--- config.mk ---
export PLATFORM = sky130hd
export DESIGN_NAME = char_lcd_nibble_driver_flat
export DESIGN_NICKNAME = d
export VERILOG_FILES = /design/src/rtl/clcd_pkg.sv /design/src/rtl/clcd_in_if.sv /design/src/rtl/clcd_out_if.sv /design/src/rtl/clcd_cfg_if.sv /design/src/rtl/clcd_front.sv /design/src/rtl/clcd_opq.sv /design/src/rtl/clcd_back.sv /design/src/rtl/char_lcd_nibble_driver.sv /design/src/flat_wrapper.sv
export VERILOG_INCLUDE_DIRS = /design/src /design/src/rtl
export SDC_FILE = /design/constraint.sdc
export NUM_CORES = 2
export LEC_CHECK = 0
export BUFFER_PORTS_ARGS = -buffer_cell sky130_fd_sc_hd__buf_2
export CAP_MARGIN = 10
export CELL_PAD_IN_SITES_DETAIL_PLACEMENT = 0
export CELL_PAD_IN_SITES_GLOBAL_PLACEMENT = 1
export CORE_MARGIN = 2
export CORE_UTILIZATION = 50
export CTS_CLUSTER_SIZE = 14
export DETAILED_ROUTE_END_ITERATION = 16
export GPL_ROUTABILITY_DRIVEN = 0
export PLACE_DENSITY_LB_ADDON = 0.1
export SLEW_MARGIN = 20
export SYNTH_ARGS = -nofsm -noshare
export SYNTH_HDL_FRONTEND = slang
export SYNTH_SLANG_ARGS = --single-unit
--- constraint.sdc ---
create_clock -name clk -period 4.74 [get_ports clk]
set_input_delay 1.185 -clock clk [delete_from_list [all_inputs] [get_ports clk]]
set_output_delay 1.185 -clock clk [all_outputs]
set_load 0.05 [all_outputs]
--- src/rtl/char_lcd_nibble_driver_macros.svh ---
// Assertion helpers shared by the rtl files.
`ifndef CHAR_LCD_NIBBLE_DRIVER_MACROS_SVH
`define CHAR_LCD_NIBBLE_DRIVER_MACROS_SVH

// property that must hold at every clock edge out of reset
`define CLCD_ASSERT(label, prop, msg) \
	label: assert property (@(posedge clk) disable iff (!arst_n) (prop)) \
		else $error(msg);

// implication checked at the same edge
`define CLCD_ASSERT_IMPL(label, ante, cons, msg) \
	label: assert property (@(posedge clk) disable iff (!arst_n) (ante) |-> (cons)) \
		else $error(msg);

`endif

--- src/rtl/clcd_pkg.sv ---
package clcd_pkg;

	localparam int QUEUE_DEPTH_DEF = 256;

	localparam int OPQ_DEPTH = 4;
	localparam int OPQ_AW    = 2;

	localparam int CFG_IDX_W  = 2;
	localparam int CFG_DATA_W = 6;

	localparam logic [CFG_IDX_W-1:0] REG_ROW_COUNT = 2'd0;
	localparam logic [CFG_IDX_W-1:0] REG_COL_COUNT = 2'd1;

	localparam logic [2:0] ROW_COUNT_RST = 3'd2;
	localparam logic [5:0] COL_COUNT_RST = 6'd16;
	localparam logic [2:0] ROWS_MAX      = 3'd4;

	localparam logic [7:0] CHAR_NL       = 8'h0A;
	localparam logic [7:0] CHAR_CR       = 8'h0D;
	localparam logic [7:0] CMD_SET_DDRAM = 8'h80;

	typedef enum logic [1:0] {
		ACT_TICK       = 2'd0,
		ACT_PUT_CHAR   = 2'd1,
		ACT_SET_CURSOR = 2'd2,
		ACT_RAW_CMD    = 2'd3
	} action_t;

	typedef struct packed {
		logic       rs;
		logic [3:0] nib;
	} nibble_t;

	typedef struct packed {
		nibble_t [3:0] nibs;
		logic [2:0]    cnt;
		logic          pop;
		logic          enable;
		logic          overflow;
	} op_t;

	function automatic logic [7:0] row_offset(input logic [1:0] row);
		logic [7:0] off;
		case (row)
			2'd0:    off = 8'h00;
			2'd1:    off = 8'h40;
			2'd2:    off = 8'h14;
			2'd3:    off = 8'h54;
			default: off = 8'h00;
		endcase
		return off;
	endfunction

	function automatic logic [1:0] clamp_row(input logic [3:0] row, input logic [2:0] rows_cfg);
		logic [2:0] rows;
		logic [1:0] res;
		rows = (rows_cfg > ROWS_MAX) ? ROWS_MAX : rows_cfg;
		res  = ({1'b0, row} >= {2'b00, rows}) ? 2'd0 : row[1:0];
		return res;
	endfunction

	function automatic logic [7:0] set_addr_byte(input logic [1:0] row, input logic [5:0] col);
		logic [7:0] sum;
		sum = {2'b00, col} + row_offset(row);
		return CMD_SET_DDRAM | sum;
	endfunction

endpackage

--- src/rtl/clcd_in_if.sv ---
interface clcd_in_if;
	logic       valid;
	logic       ready;
	logic [1:0] action;
	logic [7:0] char_code;
	logic [2:0] row_select;
	logic [5:0] col_select;
	logic [7:0] command_byte;

	modport source (output valid, action, char_code, row_select, col_select, command_byte,
		input ready);
	modport sink (input valid, action, char_code, row_select, col_select, command_byte,
		output ready);
endinterface

--- src/rtl/clcd_out_if.sv ---
interface clcd_out_if;
	logic       valid;
	logic       ready;
	logic       rs_pin;
	logic [3:0] data_pins;
	logic       enable_pin;
	logic       overflow;

	modport source (output valid, rs_pin, data_pins, enable_pin, overflow, input ready);
	modport sink (input valid, rs_pin, data_pins, enable_pin, overflow, output ready);
endinterface

--- src/rtl/clcd_cfg_if.sv ---
interface clcd_cfg_if;
	logic                            valid;
	logic                            ready;
	logic [clcd_pkg::CFG_IDX_W-1:0]  index;
	logic [clcd_pkg::CFG_DATA_W-1:0] data;

	modport source (output valid, index, data, input ready);
	modport sink (input valid, index, data, output ready);
endinterface

--- src/rtl/clcd_front.sv ---
`include "char_lcd_nibble_driver_macros.svh"

module clcd_front #(
	parameter int QUEUE_DEPTH = clcd_pkg::QUEUE_DEPTH_DEF
) (
	input  logic              clk,
	input  logic              arst_n,
	clcd_in_if.sink           item,
	clcd_cfg_if.sink          cfg,
	output clcd_pkg::op_t     op,
	output logic              op_push,
	input  logic              op_full
);

	localparam int FW = $clog2(QUEUE_DEPTH + 1);
	localparam logic [FW-1:0] DEPTH_V = FW'(QUEUE_DEPTH);

	logic [2:0]    row_count_q;
	logic [5:0]    col_count_q;
	logic [1:0]    cursor_row_q;
	logic [5:0]    cursor_col_q;
	logic [FW-1:0] fill_q;
	logic          en_q;

	clcd_pkg::action_t act;
	clcd_pkg::nibble_t [3:0] nibs;
	logic          wrap;
	logic [1:0]    wrow;
	logic [7:0]    wbyte;
	logic [1:0]    cr;
	logic [5:0]    cc;
	logic [1:0]    r2;
	logic [5:0]    c2;
	logic [7:0]    b2;
	logic          rs2;
	logic [FW-1:0] free;
	logic [2:0]    k;
	logic [2:0]    n;
	logic          pop;
	logic          en_next;
	logic [1:0]    row_next;
	logic [5:0]    col_next;
	logic [FW-1:0] fill_next;
	logic          accept;

	assign item.ready = !op_full;
	assign accept     = item.valid && item.ready;
	assign cfg.ready  = 1'b1;
	assign act        = clcd_pkg::action_t'(item.action);

	assign wrap  = cursor_col_q >= col_count_q;
	assign wrow  = clcd_pkg::clamp_row({2'b00, cursor_row_q} + 4'd1, row_count_q);
	assign wbyte = clcd_pkg::set_addr_byte(wrow, 6'd0);
	assign cr    = wrap ? wrow : cursor_row_q;
	assign cc    = wrap ? 6'd0 : cursor_col_q;
	assign free  = DEPTH_V - fill_q;

	always_comb begin
		r2       = cr;
		c2       = 6'd0;
		b2       = item.command_byte;
		rs2      = 1'b0;
		k        = 3'd2;
		pop      = 1'b0;
		en_next  = en_q;
		row_next = cursor_row_q;
		col_next = cursor_col_q;
		nibs     = '0;
		case (act)
			clcd_pkg::ACT_TICK: begin
				k       = 3'd0;
				pop     = !en_q && (fill_q != '0);
				en_next = en_q ? 1'b0 : (fill_q != '0);
			end
			clcd_pkg::ACT_PUT_CHAR: begin
				if (item.char_code == clcd_pkg::CHAR_NL) begin
					r2 = clcd_pkg::clamp_row({2'b00, cr} + 4'd1, row_count_q);
					b2 = clcd_pkg::set_addr_byte(r2, 6'd0);
				end else if (item.char_code == clcd_pkg::CHAR_CR) begin
					r2 = clcd_pkg::clamp_row({2'b00, cr}, row_count_q);
					b2 = clcd_pkg::set_addr_byte(r2, 6'd0);
				end else begin
					b2  = item.char_code;
					rs2 = 1'b1;
					c2  = cc + 6'd1;
				end
				if (wrap && (free < FW'(2))) begin
					// wrap address lost a nibble: character abandoned
					row_next = wrow;
					col_next = 6'd0;
				end else begin
					row_next = r2;
					col_next = c2;
				end
				if (wrap) begin
					k       = 3'd4;
					nibs[0] = clcd_pkg::nibble_t'({1'b0, wbyte[7:4]});
					nibs[1] = clcd_pkg::nibble_t'({1'b0, wbyte[3:0]});
					nibs[2] = clcd_pkg::nibble_t'({rs2, b2[7:4]});
					nibs[3] = clcd_pkg::nibble_t'({rs2, b2[3:0]});
				end else begin
					nibs[0] = clcd_pkg::nibble_t'({rs2, b2[7:4]});
					nibs[1] = clcd_pkg::nibble_t'({rs2, b2[3:0]});
				end
			end
			clcd_pkg::ACT_SET_CURSOR: begin
				row_next = clcd_pkg::clamp_row({1'b0, item.row_select}, row_count_q);
				col_next = item.col_select;
				b2       = clcd_pkg::set_addr_byte(row_next, item.col_select);
				nibs[0]  = clcd_pkg::nibble_t'({1'b0, b2[7:4]});
				nibs[1]  = clcd_pkg::nibble_t'({1'b0, b2[3:0]});
			end
			default: begin
				nibs[0] = clcd_pkg::nibble_t'({1'b0, item.command_byte[7:4]});
				nibs[1] = clcd_pkg::nibble_t'({1'b0, item.command_byte[3:0]});
			end
		endcase
	end

	assign n         = (free >= FW'(k)) ? k : free[2:0];
	assign fill_next = fill_q + FW'(n) - FW'(pop);

	assign op = '{nibs: nibs, cnt: n, pop: pop, enable: en_next, overflow: FW'(k) > free};
	assign op_push = accept;

	always_ff @(posedge clk or negedge arst_n) begin
		if (!arst_n) begin
			row_count_q <= clcd_pkg::ROW_COUNT_RST;
			col_count_q <= clcd_pkg::COL_COUNT_RST;
		end else if (cfg.valid) begin
			if (cfg.index == clcd_pkg::REG_ROW_COUNT) begin
				row_count_q <= cfg.data[2:0];
			end else if (cfg.index == clcd_pkg::REG_COL_COUNT) begin
				col_count_q <= cfg.data;
			end
		end
	end

	always_ff @(posedge clk or negedge arst_n) begin
		if (!arst_n) begin
			cursor_row_q <= 2'd0;
			cursor_col_q <= 6'd0;
			fill_q       <= '0;
			en_q         <= 1'b0;
		end else if (accept) begin
			cursor_row_q <= row_next;
			cursor_col_q <= col_next;
			fill_q       <= fill_next;
			en_q         <= en_next;
		end
	end

	`CLCD_ASSERT(a_fill_bound, fill_q <= DEPTH_V, "nibble fill count above queue depth")

endmodule

--- src/rtl/clcd_opq.sv ---
`include "char_lcd_nibble_driver_macros.svh"

module clcd_opq (
	input  logic          clk,
	input  logic          arst_n,
	input  logic          push,
	input  clcd_pkg::op_t push_op,
	output logic          full,
	output logic          head_valid,
	output clcd_pkg::op_t head_op,
	input  logic          pop
);

	clcd_pkg::op_t                   ent_q [clcd_pkg::OPQ_DEPTH];
	logic [clcd_pkg::OPQ_AW-1:0]     wr_ptr_q;
	logic [clcd_pkg::OPQ_AW-1:0]     rd_ptr_q;
	logic [clcd_pkg::OPQ_AW:0]       cnt_q;

	assign full       = cnt_q == (clcd_pkg::OPQ_AW + 1)'(clcd_pkg::OPQ_DEPTH);
	assign head_valid = cnt_q != '0;
	assign head_op    = ent_q[rd_ptr_q];

	always_ff @(posedge clk) begin
		if (push) begin
			ent_q[wr_ptr_q] <= push_op;
		end
	end

	always_ff @(posedge clk or negedge arst_n) begin
		if (!arst_n) begin
			wr_ptr_q <= '0;
			rd_ptr_q <= '0;
			cnt_q    <= '0;
		end else begin
			if (push) begin
				wr_ptr_q <= wr_ptr_q + 1'b1;
			end
			if (pop) begin
				rd_ptr_q <= rd_ptr_q + 1'b1;
			end
			cnt_q <= cnt_q + (clcd_pkg::OPQ_AW + 1)'(push) - (clcd_pkg::OPQ_AW + 1)'(pop);
		end
	end

	`CLCD_ASSERT(a_opq_bound,
		cnt_q <= (clcd_pkg::OPQ_AW + 1)'(clcd_pkg::OPQ_DEPTH), "op queue count above depth")

endmodule

--- src/rtl/clcd_back.sv ---
`include "char_lcd_nibble_driver_macros.svh"

module clcd_back #(
	parameter int QUEUE_DEPTH = clcd_pkg::QUEUE_DEPTH_DEF
) (
	input  logic          clk,
	input  logic          arst_n,
	input  logic          op_valid,
	input  clcd_pkg::op_t op,
	output logic          op_pop,
	clcd_out_if.source    result
);

	localparam int AW = $clog2(QUEUE_DEPTH);
	localparam logic [AW-1:0] LAST = AW'(QUEUE_DEPTH - 1);

	logic [4:0]    mem [QUEUE_DEPTH];
	logic [AW-1:0] tail_q;
	logic [AW-1:0] head_q;
	logic [4:0]    rdata_q;
	logic [2:0]    wr_idx_q;
	logic          rd_pend_q;
	logic [4:0]    pin_q;
	logic          out_valid_q;
	logic          out_rs_q;
	logic [3:0]    out_data_q;
	logic          out_en_q;
	logic          out_ovf_q;

	logic       writes_done;
	logic       done_now;
	logic       wr_en;
	logic       rd_en;
	logic       out_free;
	logic       emit;
	logic [4:0] pin_now;

	assign writes_done = wr_idx_q == op.cnt;
	assign wr_en       = op_valid && !writes_done;
	assign done_now    = writes_done || (wr_en && (wr_idx_q + 3'd1 == op.cnt));
	assign rd_en       = op_valid && writes_done && op.pop && !rd_pend_q;
	assign out_free    = !out_valid_q || result.ready;
	assign emit        = op_valid && done_now && (!op.pop || rd_pend_q) && out_free;
	assign pin_now     = rd_pend_q ? rdata_q : pin_q;
	assign op_pop      = emit;

	always_ff @(posedge clk) begin
		if (wr_en) begin
			mem[tail_q] <= op.nibs[wr_idx_q[1:0]];
		end
		if (rd_en) begin
			rdata_q <= mem[head_q];
		end
	end

	always_ff @(posedge clk or negedge arst_n) begin
		if (!arst_n) begin
			tail_q      <= '0;
			head_q      <= '0;
			wr_idx_q    <= 3'd0;
			rd_pend_q   <= 1'b0;
			pin_q       <= 5'd0;
			out_valid_q <= 1'b0;
		end else begin
			if (wr_en) begin
				tail_q <= (tail_q == LAST) ? '0 : tail_q + 1'b1;
			end
			if (rd_en) begin
				head_q <= (head_q == LAST) ? '0 : head_q + 1'b1;
			end
			if (emit) begin
				wr_idx_q  <= 3'd0;
				rd_pend_q <= 1'b0;
				pin_q     <= pin_now;
			end else begin
				if (wr_en) begin
					wr_idx_q <= wr_idx_q + 3'd1;
				end
				if (rd_en) begin
					rd_pend_q <= 1'b1;
				end
			end
			if (emit) begin
				out_valid_q <= 1'b1;
			end else if (result.ready) begin
				out_valid_q <= 1'b0;
			end
		end
	end

	always_ff @(posedge clk) begin
		if (emit) begin
			out_rs_q   <= pin_now[4];
			out_data_q <= pin_now[3:0];
			out_en_q   <= op.enable;
			out_ovf_q  <= op.overflow;
		end
	end

	assign result.valid      = out_valid_q;
	assign result.rs_pin     = out_rs_q;
	assign result.data_pins  = out_data_q;
	assign result.enable_pin = out_en_q;
	assign result.overflow   = out_ovf_q;

	`CLCD_ASSERT_IMPL(a_wr_idx_bound, op_valid, wr_idx_q <= op.cnt,
		"nibble write index past op count")
	`CLCD_ASSERT_IMPL(a_pop_has_data, emit && op.pop, rd_pend_q,
		"strobe beat emitted before its nibble was read")

endmodule

--- src/rtl/char_lcd_nibble_driver.sv ---
// Character LCD driver for a 4-bit parallel bus.
// item (valid/ready): one beat is a tick, a character, a cursor placement or a
//   raw command byte. cfg (valid/ready, always ready): index 0 row count,
//   index 1 column count; user writes only while the block is idle, unenforced.
// result (valid/ready): exactly one beat per item, in order, giving rs, D7..D4
//   and enable as held after that item, plus the overflow flag of that item.
// The front stage tracks cursor, queue fill and enable level and turns each
// item into an op with up to four nibbles; a four-entry op queue feeds the back
// stage, which owns the QUEUE_DEPTH-entry nibble memory and the pin latch.
// Throughput is set by the single memory write port, which writes the nibbles
// of an op in turn: a character that wraps or a newline at wrap has four, a
// plain character, cursor or command two, fewer when nibbles are dropped; a
// tick has none; one that strobes a nibble first does a registered memory read.
// Reset clears cursor, queue pointers, pins and config (2 rows, 16 columns);
// nibble memory contents are not cleared and need no clearing pass.
// A stalled result holds its beat; the op queue keeps taking items until full,
// then item.ready drops.
module char_lcd_nibble_driver #(
	parameter int QUEUE_DEPTH = clcd_pkg::QUEUE_DEPTH_DEF
) (
	input  logic       clk,
	input  logic       arst_n,
	clcd_in_if.sink    item,
	clcd_cfg_if.sink   cfg,
	clcd_out_if.source result
);

	clcd_pkg::op_t front_op;
	clcd_pkg::op_t head_op;
	logic          op_push;
	logic          op_full;
	logic          head_valid;
	logic          op_pop;

	clcd_front #(
		.QUEUE_DEPTH(QUEUE_DEPTH)
	) u_front (
		.clk     (clk),
		.arst_n  (arst_n),
		.item    (item),
		.cfg     (cfg),
		.op      (front_op),
		.op_push (op_push),
		.op_full (op_full)
	);

	clcd_opq u_opq (
		.clk        (clk),
		.arst_n     (arst_n),
		.push       (op_push),
		.push_op    (front_op),
		.full       (op_full),
		.head_valid (head_valid),
		.head_op    (head_op),
		.pop        (op_pop)
	);

	clcd_back #(
		.QUEUE_DEPTH(QUEUE_DEPTH)
	) u_back (
		.clk      (clk),
		.arst_n   (arst_n),
		.op_valid (head_valid),
		.op       (head_op),
		.op_pop   (op_pop),
		.result   (result)
	);

endmodule
--- src/flat_wrapper.sv ---
// flat-port wrapper written by rule: the top's interface ports become plain ports
module char_lcd_nibble_driver_flat 
#(
	parameter int QUEUE_DEPTH = clcd_pkg::QUEUE_DEPTH_DEF
)
  (clk, arst_n, item_valid, item_action, item_char_code, item_row_select, item_col_select, item_command_byte, item_ready, cfg_valid, cfg_index, cfg_data, cfg_ready, result_valid, result_rs_pin, result_data_pins, result_enable_pin, result_overflow, result_ready);
  clcd_in_if item_i ();
  clcd_cfg_if cfg_i ();
  clcd_out_if result_i ();
  input  logic clk;
  input  logic arst_n;
  input wire logic [$bits(item_i.valid)-1:0] item_valid;
  input wire logic [$bits(item_i.action)-1:0] item_action;
  input wire logic [$bits(item_i.char_code)-1:0] item_char_code;
  input wire logic [$bits(item_i.row_select)-1:0] item_row_select;
  input wire logic [$bits(item_i.col_select)-1:0] item_col_select;
  input wire logic [$bits(item_i.command_byte)-1:0] item_command_byte;
  output wire logic [$bits(item_i.ready)-1:0] item_ready;
  input wire logic [$bits(cfg_i.valid)-1:0] cfg_valid;
  input wire logic [$bits(cfg_i.index)-1:0] cfg_index;
  input wire logic [$bits(cfg_i.data)-1:0] cfg_data;
  output wire logic [$bits(cfg_i.ready)-1:0] cfg_ready;
  output wire logic [$bits(result_i.valid)-1:0] result_valid;
  output wire logic [$bits(result_i.rs_pin)-1:0] result_rs_pin;
  output wire logic [$bits(result_i.data_pins)-1:0] result_data_pins;
  output wire logic [$bits(result_i.enable_pin)-1:0] result_enable_pin;
  output wire logic [$bits(result_i.overflow)-1:0] result_overflow;
  input wire logic [$bits(result_i.ready)-1:0] result_ready;
  assign item_i.valid = item_valid;
  assign item_i.action = item_action;
  assign item_i.char_code = item_char_code;
  assign item_i.row_select = item_row_select;
  assign item_i.col_select = item_col_select;
  assign item_i.command_byte = item_command_byte;
  assign item_ready = item_i.ready;
  assign cfg_i.valid = cfg_valid;
  assign cfg_i.index = cfg_index;
  assign cfg_i.data = cfg_data;
  assign cfg_ready = cfg_i.ready;
  assign result_valid = result_i.valid;
  assign result_rs_pin = result_i.rs_pin;
  assign result_data_pins = result_i.data_pins;
  assign result_enable_pin = result_i.enable_pin;
  assign result_overflow = result_i.overflow;
  assign result_i.ready = result_ready;
  char_lcd_nibble_driver #(.QUEUE_DEPTH(QUEUE_DEPTH)) u_core (.clk(clk), .arst_n(arst_n), .item(item_i), .cfg(cfg_i), .result(result_i));
endmodule
# --- Word-level counts from Yosys, hierarchy flattened ---
# Memory sizes are Yosys's and may differ from the RTL's. A register that Yosys moved wholly into a read port is not among the register bits.
# Cells that the tools add are included.
# W data, S select, Z words.
word_totals:
  reg_bits: 67
  ramBits: 1384
  in_bits: 40
  out_inout_bits: 10
  elab_cells: 152
  memories: 2
op_classes:
  addsub: 14
  n_lt_le_gt_ge: 10
  n_eq_ne: 22
  n_mux: 49
  bitwise: 1
  reduce_logical: 35
mem_list:
  columns: ["memory", "words", "word_bits", "rd", "rd_clocked_by_memory_dff", "wr", "line", "text"]
  rows:
  - ["u_core.u_back.mem", 256, 5, 1, 1, 1, "clcd_back.sv:17", "logic [4:0] mem [QUEUE_DEPTH];"]
  - ["u_core.u_opq.ent_q", 4, 26, 1, 0, 1, "clcd_opq.sv:14", "clcd_pkg::op_t ent_q [clcd_pkg::OPQ_DEPTH];"]
op_table:
  columns: ["cell", "count"]
  rows:
  - ["$pmux W7 S4", 4]
  - ["$mux W8", 4]
  - ["$mux W10", 3]
  - ["$pmux W10 S3", 1]
  - ["$mux W6", 4]
  - ["$eq A2 B2 Y1 const B", 9]
  - ["$add A8 B1 Y8 const B", 2]
  - ["$eq A8 B4 Y1 const B", 2]
  - ["$eq A8 B8 Y1 const B", 2]
  - ["$mux W2", 8]
  - ["$mux W3", 5]
  - ["$mux W1", 13]
  - ["$eq A2 B1 Y1 const B", 6]
  - ["$logic_not A2 Y1", 6]
  - ["$pmux W6 S2", 1]
  - ["$logic_and A1 B1 Y1", 11]
  - ["$bmux W5 S2", 1]
  - ["$mux W5", 2]
  - ["$add A9 B3 Y9", 1]
  - ["$ge A3 B3 Y1", 3]
  - ["$ge A9 B3 Y1", 1]
  - ["$gt A3 B9 Y1", 1]
  - ["$lt A9 B2 Y1 const B", 1]
  - ["$reduce_bool A9 Y1", 1]
  - ["25 further kinds", 39]

# --- Logic depth before layout (Yosys ltp) ---
depth:
  word_depth: 13
  mapped_depth: 25
  ltp_nobuf: 25

# --- Hierarchy ---
# A second synthesis with hierarchy kept.
hier_totals:
  hier_cells: 3217
  area_unflattened_um2: 59662.2
modules_own_cells:
  columns: ["mod", "instances", "cells_per_inst", "area_each_um2", "seq_area_each_um2"]
  rows:
  - ["clcd_back", 1, 2691, 52466.6, 39447.8]
  - ["clcd_opq", 1, 170, 4191.5, 3298.2]
  - ["clcd_front", 1, 356, 3004.1, 678.2]

# --- Least setup slack after synthesis ---
# Ideal clock, no wire load.
synth_path:
  kind: "register to register"
  from: "register u_core.u_front.col_count_q[4]"
  to: "register u_core.u_front.fill_q[8]"
  setup_time_ns: 0.129
  arrival_time_ns: 4.916
  t_required_ns: 4.611
  path_slack_ns: -0.305
  stages_incl_launch_ff: 25
  path_buffers: 0
  synth_period_minus_slack_ns: 5.045
  path_cell_list: "dfstp_2 inv_1 ha_1 a21o_1 a221oi_2 nand2_1 o21ai_0 ha_1 inv_1 o21ai_0 maj3_1 nor3_1 inv_1 ha_1 inv_1 ha_1 inv_1 fa_1 nor2b_1 o21ai_0 a21oi_1 o211ai_1 and2_1 o311a_1 nand3b_1"
synth_rtl:
  columns: ["element", "line", "text"]
  rows:
  - ["start, declared", "clcd_front.sv:19", "logic [5:0] col_count_q;"]
  - ["start signal, assigned", "clcd_front.sv:129", "col_count_q <= clcd_pkg::COL_COUNT_RST;"]
  - ["start signal, assigned", "clcd_front.sv:134", "col_count_q <= cfg.data;"]
  - ["end signal, assigned", "clcd_front.sv:148", "fill_q <= fill_next;"]
  - ["end, declared", "clcd_front.sv:22", "logic [FW-1:0] fill_q;"]

==> results.json <==
{
  "cp_common_cell": "inv_1",
  "drive_gt1_share_pct": 22.6,
  "skew_ns": 0.0312,
  "yosysWarnings": 0,
  "power_frac_comb_pct": 31.2,
  "die_area_um2": 120000,
  "synth_fp_nets": 3231,
  "dr.pass1.iters": 5,
  "first_global_vias": 31277,
  "synth_area_um2": 58700,
  "internal_power_mw": 30.1,
  "fmax_mhz": 221,
  "vias_per_cell": 6.19,
  "drc": 0,
  "crit_arrival_ns": 5.16,
  "synth.area.top_cells": "edfxtp_1 71%, mux4_2 12%, dfrtp_1 2.5%",
  "vias": 30535,
  "power.switching_mw": 14.8,
  "start_util_pct": 50.5,
  "switching_share_pct": 32.9,
  "max_cap_viol_count": 0,
  "synth_cells": 3132,
  "setup_violations": 0,
  "synth_top_area_share_pct": 71.0,
  "synth.avg_cell_area_um2": 18.8,
  "crit_buf_inv": 5,
  "path_cells": "inv_2 > ha_4 > a21o_1 > a221oi_4 > nand2_1 > o21ai_2 > ha_1 > inv_1 > o21ai_1 > maj3_2 > nor3_4 > inv_1 > ha_1 > inv_1 > ha_2 > inv_1 > fa_2 > nor2b_2 > o21ai_2 > a21oi_2 > o211ai_1 > and2_1 > o311a_1 > nand3b_1",
  "synth.distinct_cells": 81,
  "seq_area_um2": 43200,
  "cts_hold_buf": 0,
  "core_um2": 116000,
  "period_share_pct": 95.6,
  "grt_pass1_wl_um": 216000,
  "hold_viol": 0,
  "worstSetupPathType": "register to register",
  "ys.flop_type": "edfxtp_1",
  "grt_overflow_total": 0,
  "numCtsBuffers": 149,
  "grt_usage_pct": 24.6,
  "pwr-share-seq_pct": 43.0,
  "cts_tree": "built",
  "cts_root_buf": "clkbuf_16",
  "layout.cells.non_filler": 4935,
  "syn2layout_area_growth_pct": 12.7,
  "hpwl_um": 94000,
  "crit_required_ns": 5.36,
  "cts_buffer_depth": 3,
  "slowest_stage": "dfstp_2",
  "clk_pin_slew_worst_paths_ns": 0.06,
  "final_util_pct": 56.9,
  "grt_max_degree": 201,
  "multiInputGateArea_um2": 14400,
  "synth_edf_count": 1388,
  "fill_cells": 8804,
  "period_minus_slack_ns": 4.53,
  "yosysSeqAreaShare_pct": 73.5,
  "total_power_mw": 44.8,
  "slew_headroom_pct": 28.4,
  "die_x_um": 347,
  "cts_sinks": 1448,
  "route.antenna.remaining_nets": 0,
  "antenna_found_initial": 1,
  "synth-seq-cells": 1448,
  "wire_per_inst_um": 29.8,
  "rows": 125,
  "io_pins": 50,
  "critical-path-max-stage-delay_ns": 0.53,
  "drt-total-wl_um": 147000,
  "path_delay_family": "adder cells",
  "async_flop_share_pct": 4.14,
  "synth_top_area_cell": "edfxtp_1",
  "hold_ws_ns": 0.506,
  "p_leak_nw": 21.3,
  "drt_iter0_markers": 3196,
  "clockPowerShare_pct": 25.7,
  "max_slew.worst_pin.slew_ns": 1.07,
  "die_h_um": 347,
  "endpoint_kind": "register",
  "dp.cells": 4664,
  "startpoint_type": "register",
  "power_density_nw_per_um2": 677,
  "htree_num_levels": 4,
  "io_buffers": 48,
  "hold_class": "register to register",
  "worst-path-max-fanout": 2,
  "vdd.ir_drop.worst_mv": 0.829,
  "outcome": "completed",
  "nets": 3393,
  "worstSkewPairLatency_ns": 0.75,
  "final_max_slew_viol_count": 0
}
[worst paths after layout]
kind                                                           start                                   endpoint  slack [ns]  depth (start not counted)
hold / removal                    u_core.u_back.pin_q[2]$_DFFE_PN0P_         u_core.u_back.pin_q[2]$_DFFE_PN0P_        0.51                          1
max in group asynchronous                                     arst_n        u_core.u_back.head_q[0]$_DFFE_PN0P_        3.47                          1
hold reg to reg                   u_core.u_back.pin_q[2]$_DFFE_PN0P_         u_core.u_back.pin_q[2]$_DFFE_PN0P_        0.51                          1
setup reg to reg           u_core.u_front.col_count_q[4]$_DFFE_PN1P_       u_core.u_front.fill_q[8]$_DFFE_PN0P_        0.21                         24
min in group asynchronous                                     arst_n  u_core.u_front.row_count_q[2]$_DFFE_PN0P_        0.54                          1
setup / recovery           u_core.u_front.col_count_q[4]$_DFFE_PN1P_       u_core.u_front.fill_q[8]$_DFFE_PN0P_        0.21                         24
[Yosys cell counts (8+ instances only)]
cell type,n
clkbuf_1,106
a21o_1,9
edfxtp_1,1388
a31oi_1,9
a221oi_1,13
dfrtp_1,58
nand2b_1,11
and3_1,13
inv_1,52
buf_4,20
a211oi_1,21
o21ai_0,71
nor2_1,304
a21oi_1,61
nor2b_1,16
or3_1,8
mux2_2,19
o211ai_1,9
a22oi_1,40
nand3_1,19
mux4_2,303
buf_6,24
o221ai_1,43
xnor2_1,20
o22ai_1,10
nand2_1,108
nor3_1,17
and2_1,13
a22o_1,23
buf_2,26
ha_1,57
mux2i_1,133
[registers in the layout, summed over array words and instances, names as in the netlist, 4 cells and up]
register and flops:
u_core.u_back.result.data_pins 4, u_core.u_back.pin_q 5, u_core.u_back.head_q 8, u_core.u_front.cursor_col_q 6, u_core.u_back.mem 1280, u_core.u_front.fill_q 9
u_core.u_opq.ent_q 96, u_core.u_front.col_count_q 6, u_core.u_back.rdata_q 5, u_core.u_back.tail_q 8
[per-layer routing]
metal / share of wire (%) / wire (um) / global-route usage [%]
met3: 6.2 / 9150 / 3.91
met5: 0 / 0 / 0
met4: 2.5 / 3730 / 6.74
met2: 49 / 71800 / 40.0
met1: 42 / 62200 / 34.9
[cell usage in the layout (no fill, tap or decap), types with 15 or more instances in the layout]
| cell type | instances |
|---|---|
| buf_2 | 47 |
| nand3_1 | 19 |
| o21ai_0 | 67 |
| a21oi_1 | 59 |
| o221ai_1 | 43 |
| clkinv_2 | 18 |
| dfrtp_1 | 54 |
| edfxtp_1 | 1388 |
| clkbuf_1 | 31 |
| clkbuf_16 | 152 |
| inv_1 | 51 |
| a22oi_1 | 40 |
| a22o_1 | 23 |
| mux2i_1 | 133 |
| buf_12 | 26 |
| nor2_1 | 302 |
| nand2_1 | 108 |
| ha_1 | 54 |
| a211oi_1 | 21 |
| mux4_2 | 299 |
| clkinv_1 | 31 |
| bufinv_16 | 15 |
| xnor2_1 | 20 |
| nor3_1 | 16 |
| mux2_2 | 18 |
| buf_4 | 124 |
[stage by stage]
step           area [um2]  setup slack [ns]  setup TNS, ns
3_5_place_dp        61400            -0.275         -0.304
5_1_grt             66200          -0.00607       -0.00607
6_report            66200             0.208              0
4_1_cts             66200          0.000329              0
3_3_place_gp        61400            -0.296         -0.307
2_1_floorplan       58800            0.0190              0
[what timing repair did]
action | CTS | global route
endpoints found under the setup margin | 1 | 2
pin swaps | 6 | 11
resized for setup | 1 | 11
buffers inserted | 1 | 2
[kinds of logic (layout without fill, tap and decap cells)]
kind of cell | after synthesis | in the layout | share of synthesized area, %
AOI/OAI and AO/OA | 347 | 347 | 4.09
other | 1 | 3 | 0.00639
and+or+nand+nor | 549 | 549 | 4.14
buffers and inverters | 239 | 516 | 2.08
muxes | 458 | 458 | 14.3
DFF | 1448 | 1448 | 73.5
xor gates and xnor gates | 30 | 30 | 0.518
adders and majority gates | 60 | 60 | 1.30
[worst reg2reg max path, cell delays in order, from the launching register on]
cell and delay [ns]:
dfstp_2 0.53, inv_2 0.04, ha_4 0.20, a21o_1 0.17, a221oi_4 0.28, nand2_1 0.13, o21ai_2 0.09, ha_1 0.25
inv_1 0.06, o21ai_1 0.06, maj3_2 0.35, nor3_4 0.13, inv_1 0.06, ha_1 0.26, inv_1 0.06, ha_2 0.16
inv_1 0.06, fa_2 0.41, nor2b_2 0.13, o21ai_2 0.08, a21oi_2 0.14, o211ai_1 0.14, and2_1 0.16, o311a_1 0.31
nand3b_1 0.15
[layout make-up]
cell class / count / area share (%)
Sequential cell: 1448 / 65.2
Inverter: 53 / 0.308
Antenna cell: 2 / 0.00756
Multi-Input combinational cell: 1445 / 21.8
Tap cell: 1524 / 2.88
Timing Repair Buffer: 197 / 2.55
Clock inverter: 81 / 1.26
Clock buffer: 185 / 5.96
[power by group through the flow]
stage	sequential, mW	combinational, mW	clock, mW
after floorplan	19.7	8.57	0
after global placement	19.5	13.8	0
after detailed placement	19.5	14.2	0
after CTS	19.3	14.2	11.7
after global routing	19.4	15.1	12.2
final	19.3	14.0	11.5
(Power assumes the default switching activity.)
